--- config.mk ---
export PLATFORM = sky130hd
export DESIGN_NAME = ps2_mouse_packet_tracker_flat
export DESIGN_NICKNAME = d
export VERILOG_FILES = /design/src/hw/rtl/ps2mpt_pkg.sv /design/src/hw/rtl/ps2mpt_byte_if.sv /design/src/hw/rtl/ps2mpt_pos_if.sv /design/src/hw/rtl/ps2mpt_axis_move.sv /design/src/hw/rtl/ps2_mouse_packet_tracker.sv /design/src/flat_wrapper.sv
export VERILOG_INCLUDE_DIRS = /design/src /design/src/hw/rtl
export SDC_FILE = /design/constraint.sdc
export NUM_CORES = 1
export LEC_CHECK = 0
export ABC_CLOCK_PERIOD_IN_PS = 5900
export BUFFER_PORTS_ARGS = -buffer_cell sky130_fd_sc_hd__buf_2
export CAP_MARGIN = 5
export CORE_MARGIN = 5
export CORE_UTILIZATION = 45
export CTS_CLUSTER_SIZE = 24
export DETAILED_ROUTE_END_ITERATION = 10
export PLACE_DENSITY_LB_ADDON = 0.2
export SKIP_CTS_REPAIR_TIMING = 1
export SLEW_MARGIN = 20
export SYNTH_ARGS = -nofsm -noshare
export SYNTH_HDL_FRONTEND = slang
export SYNTH_SLANG_ARGS = --single-unit
--- constraint.sdc ---
create_clock -name clk -period 5.9 [get_ports clk]
set_clock_uncertainty 0.1 [all_clocks]
set_input_delay 0.885 -clock clk [delete_from_list [all_inputs] [get_ports clk]]
set_output_delay 0.885 -clock clk [all_outputs]
set_load 0.03 [all_outputs]
--- src/hw/rtl/assert_macros.svh ---
// assertion helpers used by the packet tracker rtl
`ifndef ASSERT_MACROS_SVH
`define ASSERT_MACROS_SVH

// plain property, checked on every rising edge outside reset
`define PS2_ASSERT(name, clk, rst_n, prop, msg) \
    name: assert property (@(posedge clk) disable iff (!rst_n) (prop)) \
        else $error(msg);

// same-cycle implication
`define PS2_ASSERT_IMPL(name, clk, rst_n, ante, cons, msg) \
    name: assert property (@(posedge clk) disable iff (!rst_n) (ante) |-> (cons)) \
        else $error(msg);

// next-cycle implication
`define PS2_ASSERT_NEXT(name, clk, rst_n, ante, cons, msg) \
    name: assert property (@(posedge clk) disable iff (!rst_n) (ante) |=> (cons)) \
        else $error(msg);

`endif

--- src/hw/rtl/ps2mpt_pkg.sv ---
package ps2mpt_pkg;

    // widths fixed by the packet format and the register map
    localparam int COORD_BITS_DEF = 16;
    localparam int BYTE_W         = 8;
    localparam int SIZE_W         = 14;
    localparam int CFG_IDX_W      = 2;
    localparam int CFG_DATA_W     = 14;
    localparam int DELTA_W        = 10;
    localparam int RAW_W          = 9;
    localparam int POS_W          = 16;
    localparam int BTN_W          = 3;

    // register indexes
    localparam logic [CFG_IDX_W-1:0] REG_WIDTH  = 2'd0;
    localparam logic [CFG_IDX_W-1:0] REG_HEIGHT = 2'd1;
    localparam logic [CFG_IDX_W-1:0] REG_CLAMP  = 2'd2;

    // register reset values
    localparam logic [SIZE_W-1:0] WIDTH_RESET  = 14'd640;
    localparam logic [SIZE_W-1:0] HEIGHT_RESET = 14'd480;

    // status byte bit positions
    localparam int SYNC_BIT   = 3;
    localparam int X_SIGN_BIT = 4;
    localparam int Y_SIGN_BIT = 5;
    localparam int X_OVF_BIT  = 6;
    localparam int Y_OVF_BIT  = 7;

    // saturated deltas on overflow (y already in screen direction)
    localparam logic signed [DELTA_W-1:0] DX_OVF_NEG = -10'sd256;
    localparam logic signed [DELTA_W-1:0] DX_OVF_POS = 10'sd255;
    localparam logic signed [DELTA_W-1:0] DY_OVF_NEG = 10'sd256;
    localparam logic signed [DELTA_W-1:0] DY_OVF_POS = -10'sd255;

    // position within a packet
    typedef enum logic [2:0] {
        ST_STATUS = 3'b001,
        ST_XMOVE  = 3'b010,
        ST_YMOVE  = 3'b100
    } byte_state_t;

    // controls for one axis update
    typedef struct packed {
        logic              clamp_en;
        logic [SIZE_W-1:0] size;
    } move_ctrl_t;

endpackage

--- src/hw/rtl/ps2mpt_byte_if.sv ---
interface ps2mpt_byte_if;
    import ps2mpt_pkg::*;

    logic              valid;
    logic              ready;
    logic [BYTE_W-1:0] rx_byte;

    modport source (output valid, output rx_byte, input ready);
    modport sink   (input valid, input rx_byte, output ready);
endinterface

--- src/hw/rtl/ps2mpt_pos_if.sv ---
interface ps2mpt_pos_if;
    import ps2mpt_pkg::*;

    logic                    valid;
    logic                    ready;
    logic signed [POS_W-1:0] pos_x;
    logic signed [POS_W-1:0] pos_y;
    logic [BTN_W-1:0]        buttons;

    modport source (output valid, output pos_x, output pos_y, output buttons, input ready);
    modport sink   (input valid, input pos_x, input pos_y, input buttons, output ready);
endinterface

--- src/hw/rtl/ps2mpt_axis_move.sv ---
module ps2mpt_axis_move #(
    parameter int COORD_BITS = ps2mpt_pkg::COORD_BITS_DEF
) (
    input  logic signed [COORD_BITS-1:0]           cur,
    input  logic signed [ps2mpt_pkg::DELTA_W-1:0]  delta,
    input  ps2mpt_pkg::move_ctrl_t                 ctrl,
    output logic signed [COORD_BITS-1:0]           nxt
);
    import ps2mpt_pkg::*;

    // two guard bits cover the delta range and the unsigned bound
    localparam int SW = COORD_BITS + 2;

    logic signed [SW-1:0] sum;
    logic signed [SW-1:0] hi;
    logic signed [SW-1:0] res;

    // full-precision sum
    assign sum = SW'(cur) + SW'(delta);

    // upper bound, zero size clamps to zero
    assign hi = (ctrl.size == '0) ? '0 : $signed(SW'(ctrl.size) - SW'(1));

    // clamp to [0, hi] or pass through for wrap
    always_comb
    begin
        res = sum;
        if (ctrl.clamp_en)
        begin
            if (sum < 0)
                res = '0;
            if (res > hi)
                res = hi;
        end
    end

    assign nxt = COORD_BITS'(res);

endmodule

--- src/hw/rtl/ps2_mouse_packet_tracker.sv ---
// PS/2 mouse packet tracker: takes one mouse byte per beat on rx and sustains one byte per
// clock cycle. A byte lands in an input register and is decoded on the next cycle; the third
// byte of a packet updates the cursor and loads the result register, from which a position
// beat is offered on pos. While a result waits, rx keeps accepting until the third
// byte of the next packet reaches the decode stage, which then stalls rx.
// A first byte with bit 3 clear is dropped to regain sync. Deltas move the cursor,
// which wraps or, with clamp_enable set, stays in [0, size-1]. Writing screen_width or
// screen_height recenters the cursor; write registers only while no byte is in flight.
`include "assert_macros.svh"

module ps2_mouse_packet_tracker #(
    parameter int COORD_BITS = ps2mpt_pkg::COORD_BITS_DEF
) (
    input  logic                              clk,
    input  logic                              rst_n,
    input  logic                              cfg_we,
    input  logic [ps2mpt_pkg::CFG_IDX_W-1:0]  cfg_index,
    input  logic [ps2mpt_pkg::CFG_DATA_W-1:0] cfg_data,
    ps2mpt_byte_if.sink                       rx,
    ps2mpt_pos_if.source                      pos
);
    import ps2mpt_pkg::*;

    localparam int EXT_W = (COORD_BITS > POS_W) ? COORD_BITS : POS_W;

    // configuration
    logic [SIZE_W-1:0] width_reg;
    logic [SIZE_W-1:0] height_reg;
    logic              clamp_reg;

    // packet state
    byte_state_t       state_reg;
    byte_state_t       state_next;
    logic [BYTE_W-1:0] status_reg;
    logic [BYTE_W-1:0] xmove_reg;
    logic signed [COORD_BITS-1:0] cur_x_reg;
    logic signed [COORD_BITS-1:0] cur_y_reg;

    // input register
    logic              in_valid_reg;
    logic [BYTE_W-1:0] in_byte_reg;

    // result register
    logic                    out_valid_reg;
    logic signed [POS_W-1:0] out_x_reg;
    logic signed [POS_W-1:0] out_y_reg;
    logic [BTN_W-1:0]        out_btn_reg;

    logic                         is_last;
    logic                         advance;
    logic                         emit;
    logic signed [RAW_W-1:0]      x_raw;
    logic signed [RAW_W-1:0]      y_raw;
    logic signed [DELTA_W-1:0]    dx;
    logic signed [DELTA_W-1:0]    dy;
    logic signed [COORD_BITS-1:0] new_x;
    logic signed [COORD_BITS-1:0] new_y;
    logic signed [EXT_W-1:0]      x_ext;
    logic signed [EXT_W-1:0]      y_ext;
    logic [SIZE_W-1:0]            size_w;
    logic [SIZE_W-1:0]            size_h;
    logic                         size_write;
    move_ctrl_t                   ctrl_x;
    move_ctrl_t                   ctrl_y;

    // handshake: the decode stage stalls only when a result cannot be stored
    assign is_last = (state_reg == ST_YMOVE);
    assign advance = in_valid_reg && (!is_last || !out_valid_reg || pos.ready);
    assign emit    = advance && is_last;
    assign rx.ready = !in_valid_reg || advance;

    // next packet position
    always_comb
    begin
        case (state_reg)
            ST_STATUS: state_next = in_byte_reg[SYNC_BIT] ? ST_XMOVE : ST_STATUS;
            ST_XMOVE:  state_next = ST_YMOVE;
            ST_YMOVE:  state_next = ST_STATUS;
            default:   state_next = ST_STATUS;
        endcase
    end

    // deltas, y negated to screen direction
    assign x_raw = $signed({status_reg[X_SIGN_BIT], xmove_reg});
    assign y_raw = $signed({status_reg[Y_SIGN_BIT], in_byte_reg});

    always_comb
    begin
        if (status_reg[X_OVF_BIT])
            dx = status_reg[X_SIGN_BIT] ? DX_OVF_NEG : DX_OVF_POS;
        else
            dx = DELTA_W'(x_raw);
        if (status_reg[Y_OVF_BIT])
            dy = status_reg[Y_SIGN_BIT] ? DY_OVF_NEG : DY_OVF_POS;
        else
            dy = -DELTA_W'(y_raw);
    end

    // per-axis add and clamp
    assign ctrl_x = '{clamp_en: clamp_reg, size: width_reg};
    assign ctrl_y = '{clamp_en: clamp_reg, size: height_reg};

    ps2mpt_axis_move #(.COORD_BITS(COORD_BITS)) u_move_x (
        .cur   (cur_x_reg),
        .delta (dx),
        .ctrl  (ctrl_x),
        .nxt   (new_x)
    );

    ps2mpt_axis_move #(.COORD_BITS(COORD_BITS)) u_move_y (
        .cur   (cur_y_reg),
        .delta (dy),
        .ctrl  (ctrl_y),
        .nxt   (new_y)
    );

    assign x_ext = EXT_W'(new_x);
    assign y_ext = EXT_W'(new_y);

    // sizes after this cycle's write, used for recentering
    assign size_write = cfg_we && ((cfg_index == REG_WIDTH) || (cfg_index == REG_HEIGHT));
    assign size_w = (cfg_we && (cfg_index == REG_WIDTH))  ? cfg_data[SIZE_W-1:0] : width_reg;
    assign size_h = (cfg_we && (cfg_index == REG_HEIGHT)) ? cfg_data[SIZE_W-1:0] : height_reg;

    // configuration registers
    always_ff @(posedge clk or negedge rst_n)
    begin
        if (!rst_n)
        begin
            width_reg  <= WIDTH_RESET;
            height_reg <= HEIGHT_RESET;
            clamp_reg  <= 1'b0;
        end
        else if (cfg_we)
        begin
            case (cfg_index)
                REG_WIDTH:  width_reg  <= cfg_data[SIZE_W-1:0];
                REG_HEIGHT: height_reg <= cfg_data[SIZE_W-1:0];
                REG_CLAMP:  clamp_reg  <= cfg_data[0];
                default:    ;
            endcase
        end
    end

    // input register
    always_ff @(posedge clk or negedge rst_n)
    begin
        if (!rst_n)
        begin
            in_valid_reg <= 1'b0;
        end
        else if (rx.ready)
        begin
            in_valid_reg <= rx.valid;
        end
    end

    always_ff @(posedge clk)
    begin
        if (rx.valid && rx.ready)
            in_byte_reg <= rx.rx_byte;
    end

    // packet state and cursor
    always_ff @(posedge clk or negedge rst_n)
    begin
        if (!rst_n)
        begin
            state_reg  <= ST_STATUS;
            status_reg <= '0;
            xmove_reg  <= '0;
            cur_x_reg  <= '0;
            cur_y_reg  <= '0;
        end
        else
        begin
            if (advance)
                state_reg <= state_next;
            if (advance && (state_reg == ST_STATUS) && in_byte_reg[SYNC_BIT])
                status_reg <= in_byte_reg;
            if (advance && (state_reg == ST_XMOVE))
                xmove_reg <= in_byte_reg;
            if (size_write)
            begin
                cur_x_reg <= COORD_BITS'(size_w >> 1);
                cur_y_reg <= COORD_BITS'(size_h >> 1);
            end
            else if (emit)
            begin
                cur_x_reg <= new_x;
                cur_y_reg <= new_y;
            end
        end
    end

    // result register
    always_ff @(posedge clk or negedge rst_n)
    begin
        if (!rst_n)
        begin
            out_valid_reg <= 1'b0;
        end
        else if (emit)
        begin
            out_valid_reg <= 1'b1;
        end
        else if (pos.ready)
        begin
            out_valid_reg <= 1'b0;
        end
    end

    always_ff @(posedge clk)
    begin
        if (emit)
        begin
            out_x_reg   <= x_ext[POS_W-1:0];
            out_y_reg   <= y_ext[POS_W-1:0];
            out_btn_reg <= status_reg[BTN_W-1:0];
        end
    end

    assign pos.valid   = out_valid_reg;
    assign pos.pos_x   = out_x_reg;
    assign pos.pos_y   = out_y_reg;
    assign pos.buttons = out_btn_reg;

    // checks
    `PS2_ASSERT_IMPL(a_sync_kept, clk, rst_n, state_reg != ST_STATUS, status_reg[SYNC_BIT],
        "packet in progress without a sync bit in its status byte")
    `PS2_ASSERT_NEXT(a_state_hold, clk, rst_n, !advance, $stable(state_reg),
        "packet position moved without a decoded byte")
    `PS2_ASSERT_IMPL(a_empty_takes, clk, rst_n, !in_valid_reg, rx.ready,
        "empty input register refused a beat")
    `PS2_ASSERT_NEXT(a_result_src, clk, rst_n, !emit && !out_valid_reg, !out_valid_reg,
        "result appeared without a third packet byte")

endmodule
--- src/flat_wrapper.sv ---
// flat-port wrapper written by rule: the top's interface ports become plain ports
module ps2_mouse_packet_tracker_flat import ps2mpt_pkg::*;
#(
    parameter int COORD_BITS = ps2mpt_pkg::COORD_BITS_DEF
)
  (clk, rst_n, cfg_we, cfg_index, cfg_data, rx_valid, rx_rx_byte, rx_ready, pos_valid, pos_pos_x, pos_pos_y, pos_buttons, pos_ready);
  ps2mpt_byte_if rx_i ();
  ps2mpt_pos_if pos_i ();
  input  logic clk;
  input  logic rst_n;
  input  logic cfg_we;
  input  logic [ps2mpt_pkg::CFG_IDX_W-1:0] cfg_index;
  input  logic [ps2mpt_pkg::CFG_DATA_W-1:0] cfg_data;
  input wire logic [$bits(rx_i.valid)-1:0] rx_valid;
  input wire logic [$bits(rx_i.rx_byte)-1:0] rx_rx_byte;
  output wire logic [$bits(rx_i.ready)-1:0] rx_ready;
  output wire logic [$bits(pos_i.valid)-1:0] pos_valid;
  output wire logic [$bits(pos_i.pos_x)-1:0] pos_pos_x;
  output wire logic [$bits(pos_i.pos_y)-1:0] pos_pos_y;
  output wire logic [$bits(pos_i.buttons)-1:0] pos_buttons;
  input wire logic [$bits(pos_i.ready)-1:0] pos_ready;
  assign rx_i.valid = rx_valid;
  assign rx_i.rx_byte = rx_rx_byte;
  assign rx_ready = rx_i.ready;
  assign pos_valid = pos_i.valid;
  assign pos_pos_x = pos_i.pos_x;
  assign pos_pos_y = pos_i.pos_y;
  assign pos_buttons = pos_i.buttons;
  assign pos_i.ready = pos_ready;
  ps2_mouse_packet_tracker #(.COORD_BITS(COORD_BITS)) u_core (.clk(clk), .rst_n(rst_n), .cfg_we(cfg_we), .cfg_index(cfg_index), .cfg_data(cfg_data), .rx(rx_i), .pos(pos_i));
endmodule
# Word level (Yosys, flattened, before mapping)
# Cells that the tools add are included.
[op_classes] bitwise_logic=0 add_sub_neg=5 n_mux=24 n_reduce_logical=24 shift=0 order_cmp=4 n_eq_ne=5 mul=0 n_div=0
[ops] op="$mux 16" count=8
[ops] op="$mux 18" count=6
[ops] op="$mux 10" count=4
[ops] op="$gt 18x18->1" count=2
[ops] op="$add 16x10->17" count=2
[ops] op="$lt 17x1->1 const B" count=2
[ops] op="$sub 14x1->15 const B" count=2
[ops] op="$logic_not 14->1" count=2
[ops] op="$mux 14" count=2
[ops] op="$neg 9->10" count=1
[ops] op="$logic_and 1x1->1" count=9
[ops] op="$pmux 3 s2" count=1
[ops] op="$reduce_and 2->1" count=3
[ops] op="$logic_or 1x1->1" count=4
[ops] op="$reduce_bool 2->1" count=2
[ops] op="$eq 3x1->1 const B" count=1
[ops] op="$eq 3x2->1 const B" count=1
[ops] op="$eq 3x3->1 const B" count=1
[ops] op="$logic_not 1->1" count=3
[ops] op="$eq 2x1->1 const B" count=1
[ops] op="$eq 2x2->1 const B" count=1
[ops] op="$logic_not 2->1" count=1
[ops] op="$mux 1" count=2
[ops] op="$mux 2" count=1
[totals] latch_bits=0 reg_bits=125 in_bits=29 out_inout_bits=37 rom_bits=0 wordCells=76 n_memories=0 mem_bits_rw=0

# Longest topological paths before layout
# Gate-level depths: netlist of the first run.
[logic_depth] ltp_word=11 ltp_mapped=26 mapped_depth_nobuf=24

# Cells and area by module
# Synthesis of the first run repeated with hierarchy kept, for this count alone.
[unflattened] hier_cells=855 area_unflattened_um2=8466.9
[by_module_without_submodules] module="ps2_mouse_packet_tracker" instances=1 area_per_inst_um2=5251.3 seq_area_each_um2=3326.9 cells_each=409
[by_module_without_submodules] module="ps2mpt_axis_move" instances=2 area_per_inst_um2=1607.8 seq_area_each_um2=0.0 cells_each=223

# Least setup slack after synthesis of the first run
# Ideal clock, no wire load.
[synth_timing] path_type="register to register" start="reg u_core.in_byte_reg[1]" end="reg u_core.out_y_reg[12], in the netlist u_core.pos.pos_y[12], data pin" arrival_time_ns=5.385 slack_ns=0.161 n_path_buf=5 required_time_ns=5.546 setup_time_ns=0.254 period_less_slack_ns=5.739 path_stages_with_launch=26 cell_sequence="edfxtp_1 > or3_1 > clkbuf_1 > nor3_1 > xor2_1 > nor2_1 > ha_1 > a21o_1 > nor3_1 > a21oi_1 > a211oi_1 > or2_2 > clkbuf_1 > clkbuf_1 > buf_1 > nor2_1 > ha_1 > o21ai_0 > a21oi_1 > o311a_1 > o2111a_1 > o21ai_0 > a211o_2 > buf_6 > a2bb2oi_2 > inv_1"
[synth_via] elab_chain_len=9
[synth_rtl] element="from (decl)" line="ps2_mouse_packet_tracker.sv:41" rtl="logic [BYTE_W-1:0] in_byte_reg;"
[synth_rtl] element="from (signal assigned)" line="ps2_mouse_packet_tracker.sv:161" rtl="in_byte_reg <= rx.rx_byte;"
[synth_rtl] element="$neg 9->10 (*)" line="ps2_mouse_packet_tracker.sv:96" rtl="dy = -DELTA_W'(y_raw);"
[synth_rtl] element="$mux 10 (*)" line="ps2_mouse_packet_tracker.sv:93" rtl="if (status_reg[Y_OVF_BIT])"
[synth_rtl] element="$add 16x10->17 (*)" line="ps2mpt_axis_move.sv:19" rtl="assign sum = SW'(cur) + SW'(delta);"
[synth_rtl] element="$lt 17x1->1" line="ps2mpt_axis_move.sv:30" rtl="if (sum < 0)"
[synth_rtl] element="$mux 18" line="ps2mpt_axis_move.sv:30"
[synth_rtl] element="$mux 18" line="ps2mpt_axis_move.sv:28" rtl="if (ctrl.clamp_en)"
[synth_rtl] element="$gt 18x18->1" line="ps2mpt_axis_move.sv:32" rtl="if (res > hi)"
[synth_rtl] element="$mux 16" line="ps2mpt_axis_move.sv:32"
[synth_rtl] element="$mux 16 (*)" line="ps2mpt_axis_move.sv:28"
[synth_rtl] element="named net u_core.new_y[12]" line="ps2_mouse_packet_tracker.sv:57" rtl="logic signed [COORD_BITS-1:0] new_y;"
[synth_rtl] element="to (signal assigned)" line="ps2_mouse_packet_tracker.sv:218" rtl="out_y_reg <= y_ext[POS_W-1:0];"
[synth_rtl] element="to (decl)" line="ps2_mouse_packet_tracker.sv:46" rtl="logic signed [POS_W-1:0] out_y_reg;"
# The timed path passes the listed nets; every way through them passes the cells marked *. The select of a mux whose other input is x is not followed.
# A chain may end at the register's enable or synchronous reset.

# Final worst setup path of the first run
[layout_timing] start="reg u_core.in_byte_reg[4]" end="reg u_core.out_y_reg[2], in the netlist u_core.pos.pos_y[2], data pin"
[layout_via] elab_chain_len=9
[layout_rtl] element="$neg 9->10 (*)" line="ps2_mouse_packet_tracker.sv:96"
[layout_rtl] element="$mux 10 (*)" line="ps2_mouse_packet_tracker.sv:93"
[layout_rtl] element="$add 16x10->17 (*)" line="ps2mpt_axis_move.sv:19"
[layout_rtl] element="$lt 17x1->1" line="ps2mpt_axis_move.sv:30"
[layout_rtl] element="$mux 18 (*)" line="ps2mpt_axis_move.sv:30"
[layout_rtl] element="$mux 18 (*)" line="ps2mpt_axis_move.sv:28"
[layout_rtl] element="$gt 18x18->1" line="ps2mpt_axis_move.sv:32"
[layout_rtl] element="$mux 16 (*)" line="ps2mpt_axis_move.sv:32"
[layout_rtl] element="$mux 16 (*)" line="ps2mpt_axis_move.sv:28"
[layout_rtl] element="named net u_core.new_y[2]" line="ps2_mouse_packet_tracker.sv:57"
# Marked as above.

==> results of run 1 <==
==> final cells by class <==
cell class	count	area (um2)	share of cell area, %
well taps	234	293	2.99
clock inverters	10	140	1.43
multi-input cells	713	4900	50.0
inverters	42	158	1.61
flip-flops and latches	124	3330	34.0
clock buffers	22	464	4.74
repair buffers	86	510	5.21
==> final timing paths <==
check	from	endpoint	slack (ns)	depth (start not counted)
setup / recovery	u_core.in_byte_reg[4]	u_core.pos.pos_y[2]	0.41	20
min in group clk	u_core.status_reg[2]	u_core.pos.buttons[2]	0.35	0
setup reg to reg	u_core.in_byte_reg[4]	u_core.pos.pos_y[2]	0.41	20
max in group asynchronous	rst_n	u_core.xmove_reg[2]	4.36	2
hold / removal	rst_n	u_core.cur_y_reg[13]	0.32	1
hold reg to reg	u_core.status_reg[2]	u_core.pos.buttons[2]	0.35	0
==> synth_stat cells, drive strengths merged (4+ instances only) <==
master and instances:
buf 5, o21ai 100, or3 4, nand3 11, a211oi 9, a2bb2oi 9, xnor2 22, edfxtp 43
o21a 12, nor3 16, nand2 88, nor2b 18, o31ai 4, and3 16, clkbuf 28, a21oi 78
mux2 35, dfstp 7, ha 66, o211ai 7, nor4 15, or4 8, o2bb2ai 5, o21bai 4
dfrtp 74, xor2 28, nand2b 18, nor2 72, a21o 13, inv 41
==> cells by family (layout without fill, tap and decap cells) <==
kind of cell	after synthesis	count (layout)	share of synthesized area [%]
multiplexers	37	37	4.88
AND/OR/NAND/NOR	285	285	16.7
flip-flops	124	124	39.2
AO/OA/AOI/OAI	268	269	20.2
XOR/XNOR	50	50	5.16
other	1	4	0.0442
adder cells (fa/ha/maj)	68	68	10.2
buffers and inverters	75	160	3.61
==> layer usage <==
metal	GRT usage (%)	vias up
li1	-	3443
met1	33.1	3395
met2	31.5	191
met3	3.98	26
met4	4.89	0
met5	0	-
==> power by group through the flow <==
stage	Clock [mW]	Combinational [mW]	Sequential, mW
2_1_floorplan	0	2.40	1.27
3_3_place_gp	0	3.11	1.33
3_5_place_dp	0	3.13	1.33
4_1_cts	1.10	3.15	1.31
5_1_grt	1.14	3.64	1.34
6_report	1.08	3.26	1.32
==> worst max-delay path, delay by kind of cell (launching register included) <==
kind	cells	cell delay [ns]
buffers and inverters	2	0.26
adders and majority gates	2	0.68
AOI/OAI and AO/OA	11	2.27
and+or+nand+nor	5	1.42
DFF	1	0.50
==> placed cells by master (no fill, tap or decap), types with 5 or more instances in the layout <==
cell	n
or4_1	7
a211oi_1	7
nor2_1	71
dfrtp_1	74
o21ai_1	16
edfxtp_1	43
o21ai_0	84
a2bb2oi_2	9
dfstp_2	7
nand2b_1	18
nor4_1	14
o21a_1	12
xor2_1	28
nor3_1	16
a21oi_1	76
clkbuf_16	17
nand3_1	11
nor2b_1	17
a21o_1	13
inv_1	41
nand2_1	87
and3_1	16
buf_4	20
xnor2_1	22
mux2_2	35
ha_1	66
buf_2	64
o2bb2ai_1	5
o211ai_1	7
==> stage by stage <==
step	cell area, um2	std cells	total power, mW
3_3_place_gp	9100	1193	4.44
3_5_place_dp	9100	1193	4.46
4_1_cts	9710	1225	5.57
6_report	9790	1231	5.66
2_1_floorplan	8500	911	3.67
5_1_grt	9790	1231	6.12
==> results.txt, run 1 <==
Syn Inst Count - 908
Crit. End Element - flip-flop
P_int - 3.17 mW
mean area per synthesized cell - 9.34 um2
max frequency - 182 MHz
status - finished, final reports clean
drt via density - 5.73
Fin Setup TNS - 0 ns
setup ws final - 0.414 ns
# rows - 50
critical path required time - 5.98 ns
dpl ws - 0.133 ns
vias in the first global route - 6577
DRC Markers - 0
worst skew pair latency - 0.42 ns
first-pass GRT wire length - 36.7 mm
Filler Cell Count - 1733
Seq/Total Area, Yosys - 39.2%
final hold vios - 0
Worst Path Max Fanout - 15
slowest stage delay, CP - 0.60 ns
Worst-Margin Slew - 0.853 ns
max cap viols - 0
Synth Cell Area - 8480 um2
Starting Density - 45.5%
I/O pin count - 66
Max Used Layer - met4
post-route ant nets - 0
Final HPWL DP - 17.1 mm
Clock Power Share - 19.1%
grt ovf - 0
final cell utilization of the core - 52.5%
Post-synth EDFFs - 43
nets@finish - 1081
register share of total power - 23.3%
WS Path Type - flip-flop to flip-flop
largest net degree at the start of global routing - 48
Area Overhead vs Synth - 15.4%
max-slew violations - 0
Pwr Density - 578 nW/um2
core box area - 18600 um2
combinational fraction of design power - 57.6%
Yosys cell types - 72
Hold WC Path Type - input pin to async pin
initial antenna violation count - 1
Tot GR Track Use - 21.6%
final wirelength - 23.3 mm
Worst path slowest cell - or4_1
Switching Share - 44.0%
IO Port Bufs - 65
initial drt markers - 510
H-tree Lvls - 4
die width - 147 um
diode count - 0
Final period util - 93.0%
Final min period - 5.49 ns
Sink Count - 124
Top FF cell, synth - dfrtp_1
Synth area leaders - dfrtp_1, edfxtp_1, ha_1
metal3 WL - 1.28 mm
gpl congestion - 0.893
setup violators final - 0
Yosys Warn Count - 0
drt pass-1 iters - 5
Seq cells post-synth - 124
layout cell share with drive strength beyond 1 - 18.9%
crit path DAT - 5.56 ns
Root Driver - clkbuf_16
worst-path cell chain - or4_1 -> nor4_1 -> nor2_1 -> ha_1 -> o21a_1 -> o21ai_0 -> a31oi_1 -> a21oi_2 -> or2_4 -> buf_4 -> nor2_1 -> ha_1 -> a21oi_1 -> o21ai_0 -> a211o_1 -> o2111a_1 -> a211oi_2 -> a211o_1 -> a2bb2oi_2 -> inv_1
Max-Slew Margin vs Limit - 43.2%
CTS clk-pin slew, worst paths - 0.06 ns
Total Die Area - 21700 um2
Peak supply drop - 201 uV
cts bufs inserted - 17
post-DR wirelength/cell - 18.9 um
wl on met1 - 11.8 mm
fraction of registers with async set/reset - 65.3%
Switch Pwr - 2.49 mW
Worst setup SP type - flip-flop
area share of the largest cell type after synthesis - 21.8%
clk buf depth - 2
Pleak - 4.31 nW
Hold WS - 0.320 ns
die extent in y - 147 um
CTS tree - built
met2 wire length - 9.97 mm
cell taking the most area after synthesis - dfrtp_1
Via Count - 7055
(Power assumes the default switching activity.)
==> run 2, diff against run 1 <==
--- a/config.mk
+++ b/config.mk
@@ -14,6 +14,7 @@
 export CTS_CLUSTER_SIZE = 24
 export DETAILED_ROUTE_END_ITERATION = 10
 export PLACE_DENSITY_LB_ADDON = 0.2
+export RECOVER_POWER = 50
 export SKIP_CTS_REPAIR_TIMING = 1
 export SLEW_MARGIN = 20
 export SYNTH_ARGS = -nofsm -noshare
==> results.txt, run 2 (same netlist as run 1, synthesis figures left out) <==
status - finished, violations left
failing checks - max-capacitance violations, max-slew violations
Worst path slowest cell - or4_1
Hold WC Path Type - flip-flop to flip-flop
Final Instance Area - 9750 um2
commonest non-fill, non-tap cells in the layout - nand2_1, o21ai_0, a21oi_1, dfrtp_1, nor2_1
Sink Count - 124
max frequency - 182 MHz
Worst setup SP type - flip-flop
max-slew violations - 84
max cap viols - 2
post-route ant nets - 0
Starting Density - 45.5%
most common cell after layout, fill and taps aside - nand2_1
gpl congestion - 0.893
vias in the first global route - 6577
Hold WS - 0.354 ns
Root Driver - clkbuf_16
drt pass-1 iters - 5
critical path required time - 5.98 ns
die extent in y - 147 um
worst skew pair latency - 0.42 ns
Tot GR Track Use - 21.6%
final wirelength - 23.3 mm
H-tree Lvls - 4
Register-to-Register Path Depth - 20
clk buf depth - 2
instance count on the critical path - 20
post-DR wirelength/cell - 18.9 um
Total Die Area - 21700 um2
Pwr Total - 5.65 mW
Worst Path Max Fanout - 15
Placed Area - 9100 um2
CTS clk-pin slew, worst paths - 0.06 ns
drt via density - 5.70
IO Port Bufs - 65
Pleak - 4.22 nW
layout cell share with drive strength beyond 1 - 15.8%
first-pass GRT wire length - 36.7 mm
DRC Markers - 0
final hold vios - 0
# rows - 50
nets@finish - 1081
flop2flop setup slack - 0.40 ns
slowest stage delay, CP - 0.60 ns
Worst-Margin Slew - 2.61 ns
Fin Setup TNS - 0 ns
Hold Path Cell Cnt - 0
CTS tree - built
initial antenna violation count - 1
Via Count - 7019
Final min period - 5.50 ns
worst-path cell chain - or4_1 -> nor4_1 -> nor2_1 -> ha_1 -> o21a_1 -> o21ai_0 -> a31oi_1 -> a21oi_2 -> or2_4 -> buf_4 -> nor2_1 -> ha_1 -> a21oi_1 -> o21ai_0 -> a211o_1 -> o2111a_1 -> a211oi_2 -> a211o_1 -> a2bb2oi_2 -> inv_1
setup violators final - 0
Final period util - 93.3%
WS Path Type - flip-flop to flip-flop
Peak supply drop - 200 uV
Critical path buffers and inverters - 2
die width - 147 um
cts bufs inserted - 17
grt ovf - 0
Crit. End Element - flip-flop
Pwr Density - 580 nW/um2
initial drt markers - 523
largest net degree at the start of global routing - 48
I/O pin count - 66
crit path DAT - 5.58 ns
Final HPWL DP - 17.1 mm
core box area - 18600 um2
Area Overhead vs Synth - 14.9%
Max-Slew Margin vs Limit - -73.9%
CP top delay family - compound AO/OA/AOI/OAI gates
diode count - 0
## run 2: cell count changes in the layout (fill, tap and decap cells not counted), sizes merged
cell / previous run / this run
clkbuf: 22 / 51
buf: 86 / 57
## run 2: layout make-up
cell class	instances	area, um2
Multi-Input combinational cell	713	4900
Clock buffer	22	464
Clock inverter	10	140
Inverter	42	158
Fill cell	1754	8890
Timing Repair Buffer	86	467
Sequential cell	124	3330
Tap cell	234	293
## run 2: where the power goes
group | internal [mW] | switching (mW) | total (mW)
sequential | 1.16 | 0.162 | 1.32
clock | 0.686 | 0.395 | 1.08
combinational | 1.33 | 1.93 | 3.26
## run 2: path summary, 6_finish.rpt
path,end,startpoint
min,u_core.pos.buttons[2],u_core.status_reg[2]
max in group asynchronous,u_core.height_reg[1],rst_n
max reg2reg,u_core.pos.pos_y[2],u_core.in_byte_reg[4]
min reg2reg,u_core.pos.buttons[2],u_core.status_reg[2]
max,u_core.pos.pos_y[2],u_core.in_byte_reg[4]
min in group asynchronous,u_core.cur_y_reg[13],rst_n
## run 2: worst reg2reg max path, stage by stage, from the launching register on
cell and delay [ns]:
edfxtp_1 0.49, or4_1 0.61, nor4_1 0.27, nor2_1 0.22, ha_1 0.38, o21a_1 0.18, o21ai_0 0.17, a31oi_1 0.12
a21oi_2 0.27, or2_4 0.29, buf_4 0.21, nor2_1 0.07, ha_1 0.31, a21oi_1 0.11, o21ai_0 0.15, a211o_1 0.28
o2111a_1 0.19, a211oi_2 0.27, a211o_1 0.34, a2bb2oi_2 0.19, inv_1 0.05
## run 2: per-stage QoR
stage	cells	util, %	setup slack (ns)
floorplan	911	-	0.161
global placement	1193	48.8	0.245
detailed placement	1193	48.8	0.133
CTS	1225	52.1	0.140
global route	1231	52.3	-0.0149
finish	1231	52.3	0.397
## run 2: metal layers
metal / vias to the layer above / GRT usage (%) / part of all wire [%]
met1: 3348 / 33.1 / 50
met4: 0 / 4.89 / 1.3
met3: 21 / 3.98 / 6.0
met5: - / 0 / 0
li1: 3446 / - / -
met2: 204 / 31.5 / 43
==> run 3, diff against run 2 <==
--- a/config.mk
+++ b/config.mk
@@ -16,7 +16,6 @@
 export PLACE_DENSITY_LB_ADDON = 0.2
 export RECOVER_POWER = 50
 export SKIP_CTS_REPAIR_TIMING = 1
-export SLEW_MARGIN = 20
 export SYNTH_ARGS = -nofsm -noshare
 export SYNTH_HDL_FRONTEND = slang
 export SYNTH_SLANG_ARGS = --single-unit
==> constraint.sdc (replaced) <==
create_clock -name clk -period 5.9 [get_ports clk]
set_clock_uncertainty 0.1 [all_clocks]
set_input_delay 0.885 -clock clk [delete_from_list [all_inputs] [get_ports clk]]
set_output_delay 0.885 -clock clk [all_outputs]
set_load 0.02 [all_outputs]
==> results.txt, run 3 (same netlist as run 1, synthesis figures left out) <==
Switching Share - 44.0%
crit path DAT - 5.58 ns
Pwr Density - 580 nW/um2
H-tree Lvls - 4
cts bufs inserted - 17
Pleak - 4.22 nW
Fin Setup TNS - 0 ns
wl on met1 - 11.7 mm
met2 wire length - 9.98 mm
Peak supply drop - 200 uV
I/O pin count - 66
nets@finish - 1081
status - finished, violations left
Area Overhead vs Synth - 14.9%
max cap viols - 2
CP top delay family - compound AO/OA/AOI/OAI gates
# rows - 50
max frequency - 182 MHz
failing checks - max-capacitance violations, max-slew violations
IO Port Bufs - 65
Pwr Total - 5.65 mW
Switch Pwr - 2.49 mW
worst-path cell chain - or4_1 -> nor4_1 -> nor2_1 -> ha_1 -> o21a_1 -> o21ai_0 -> a31oi_1 -> a21oi_2 -> or2_4 -> buf_4 -> nor2_1 -> ha_1 -> a21oi_1 -> o21ai_0 -> a211o_1 -> o2111a_1 -> a211oi_2 -> a211o_1 -> a2bb2oi_2 -> inv_1
register share of total power - 23.3%
CTS clk-pin slew, worst paths - 0.06 ns
worst skew pair latency - 0.42 ns
Sink Count - 124
post-DR wirelength/cell - 18.9 um
Total Die Area - 21700 um2
Starting Density - 45.5%
Via Count - 7043
flop2flop setup slack - 0.40 ns
combinational fraction of design power - 57.6%
Final period util - 93.3%
grt ovf - 0
Final min period - 5.50 ns
die extent in y - 147 um
Worst setup SP type - flip-flop
Max-Slew Margin vs Limit - -73.9%
Worst-Margin Slew - 2.61 ns
DRC Markers - 0
critical path required time - 5.98 ns
Worst path slowest cell - or4_1
most common cell after layout, fill and taps aside - nand2_1
commonest non-fill, non-tap cells in the layout - nand2_1, o21ai_0, a21oi_1, dfrtp_1, nor2_1
post-route ant nets - 0
Clock Power Share - 19.1%
Worst Path Max Fanout - 15
Tot GR Track Use - 21.6%
final hold vios - 0
diode count - 0
Max Used Layer - met4
clk buf depth - 2
setup violators final - 0
die width - 147 um
first-pass GRT wire length - 36.7 mm
layout cell share with drive strength beyond 1 - 15.6%
non-filler cells, final - 1231
P_int - 3.17 mW
post-placement cell count - 1193
WS Path Type - flip-flop to flip-flop
Crit. End Element - flip-flop
final wirelength - 23.3 mm
Root Driver - clkbuf_16
initial drt markers - 523
Final HPWL DP - 17.1 mm
max-slew violations - 84
core box area - 18600 um2
initial antenna violation count - 1
Critical path buffers and inverters - 2
Hold WC Path Type - flip-flop to flip-flop
metal3 WL - 1.30 mm
drt via density - 5.72
slowest stage delay, CP - 0.60 ns
vias in the first global route - 6577
gpl congestion - 0.893
drt pass-1 iters - 5
largest net degree at the start of global routing - 48
CTS tree - built
run 3: metrics by stage:
stage	hold slack, ns	instance area, um2	util [%]	setup slack (ns)
5_1_grt	0.364	9750	52.3	-0.0149
3_5_place_dp	0.337	9100	48.8	0.133
4_1_cts	0.337	9710	52.1	0.140
3_3_place_gp	0.348	9100	48.8	0.245
2_1_floorplan	0.321	8500	-	0.161
6_report	0.354	9750	52.3	0.397
run 3: cell type report:
cell class                      count  area, um2
Inverter                           42        158
Sequential cell                   124       3330
Fill cell                        1756       8900
Timing Repair Buffer               86        464
Clock buffer                       22        464
Multi-Input combinational cell    713       4900
Tap cell                          234        293
Clock inverter                     10        140
run 3: per-layer routing:
metal  track usage, %  vias to the layer above
met5                0                        -
met4             4.89                        0
met3             3.98                       21
met2             31.5                      200
met1             33.1                     3374
li1                 -                     3448
run 3: path summary, 6_finish.rpt:
kind | from | to | cells past startpoint
hold reg to reg | u_core.status_reg[2] | u_core.pos.buttons[2] | 0
setup reg to reg | u_core.in_byte_reg[4] | u_core.pos.pos_y[2] | 20
max in group asynchronous | rst_n | u_core.height_reg[1] | 2
hold / removal | u_core.status_reg[2] | u_core.pos.buttons[2] | 0
min in group asynchronous | rst_n | u_core.cur_y_reg[13] | 1
setup / recovery | u_core.in_byte_reg[4] | u_core.pos.pos_y[2] | 20
run 3: worst register-to-register path, stage by stage (launching register included):
cell and delay (ns):
edfxtp_1 0.49, or4_1 0.61, nor4_1 0.27, nor2_1 0.22, ha_1 0.38, o21a_1 0.18, o21ai_0 0.17, a31oi_1 0.12
a21oi_2 0.27, or2_4 0.29, buf_4 0.21, nor2_1 0.07, ha_1 0.31, a21oi_1 0.11, o21ai_0 0.15, a211o_1 0.28
o2111a_1 0.19, a211oi_2 0.27, a211o_1 0.34, a2bb2oi_2 0.19, inv_1 0.05
run 3: power by group through the flow:
stage,registers (mW),logic [mW],clock network [mW]
floorplan,1.27,2.40,0
finish,1.32,3.25,1.08
global route,1.34,3.63,1.14
CTS,1.31,3.15,1.10
global placement,1.33,3.10,0
detailed placement,1.33,3.13,0
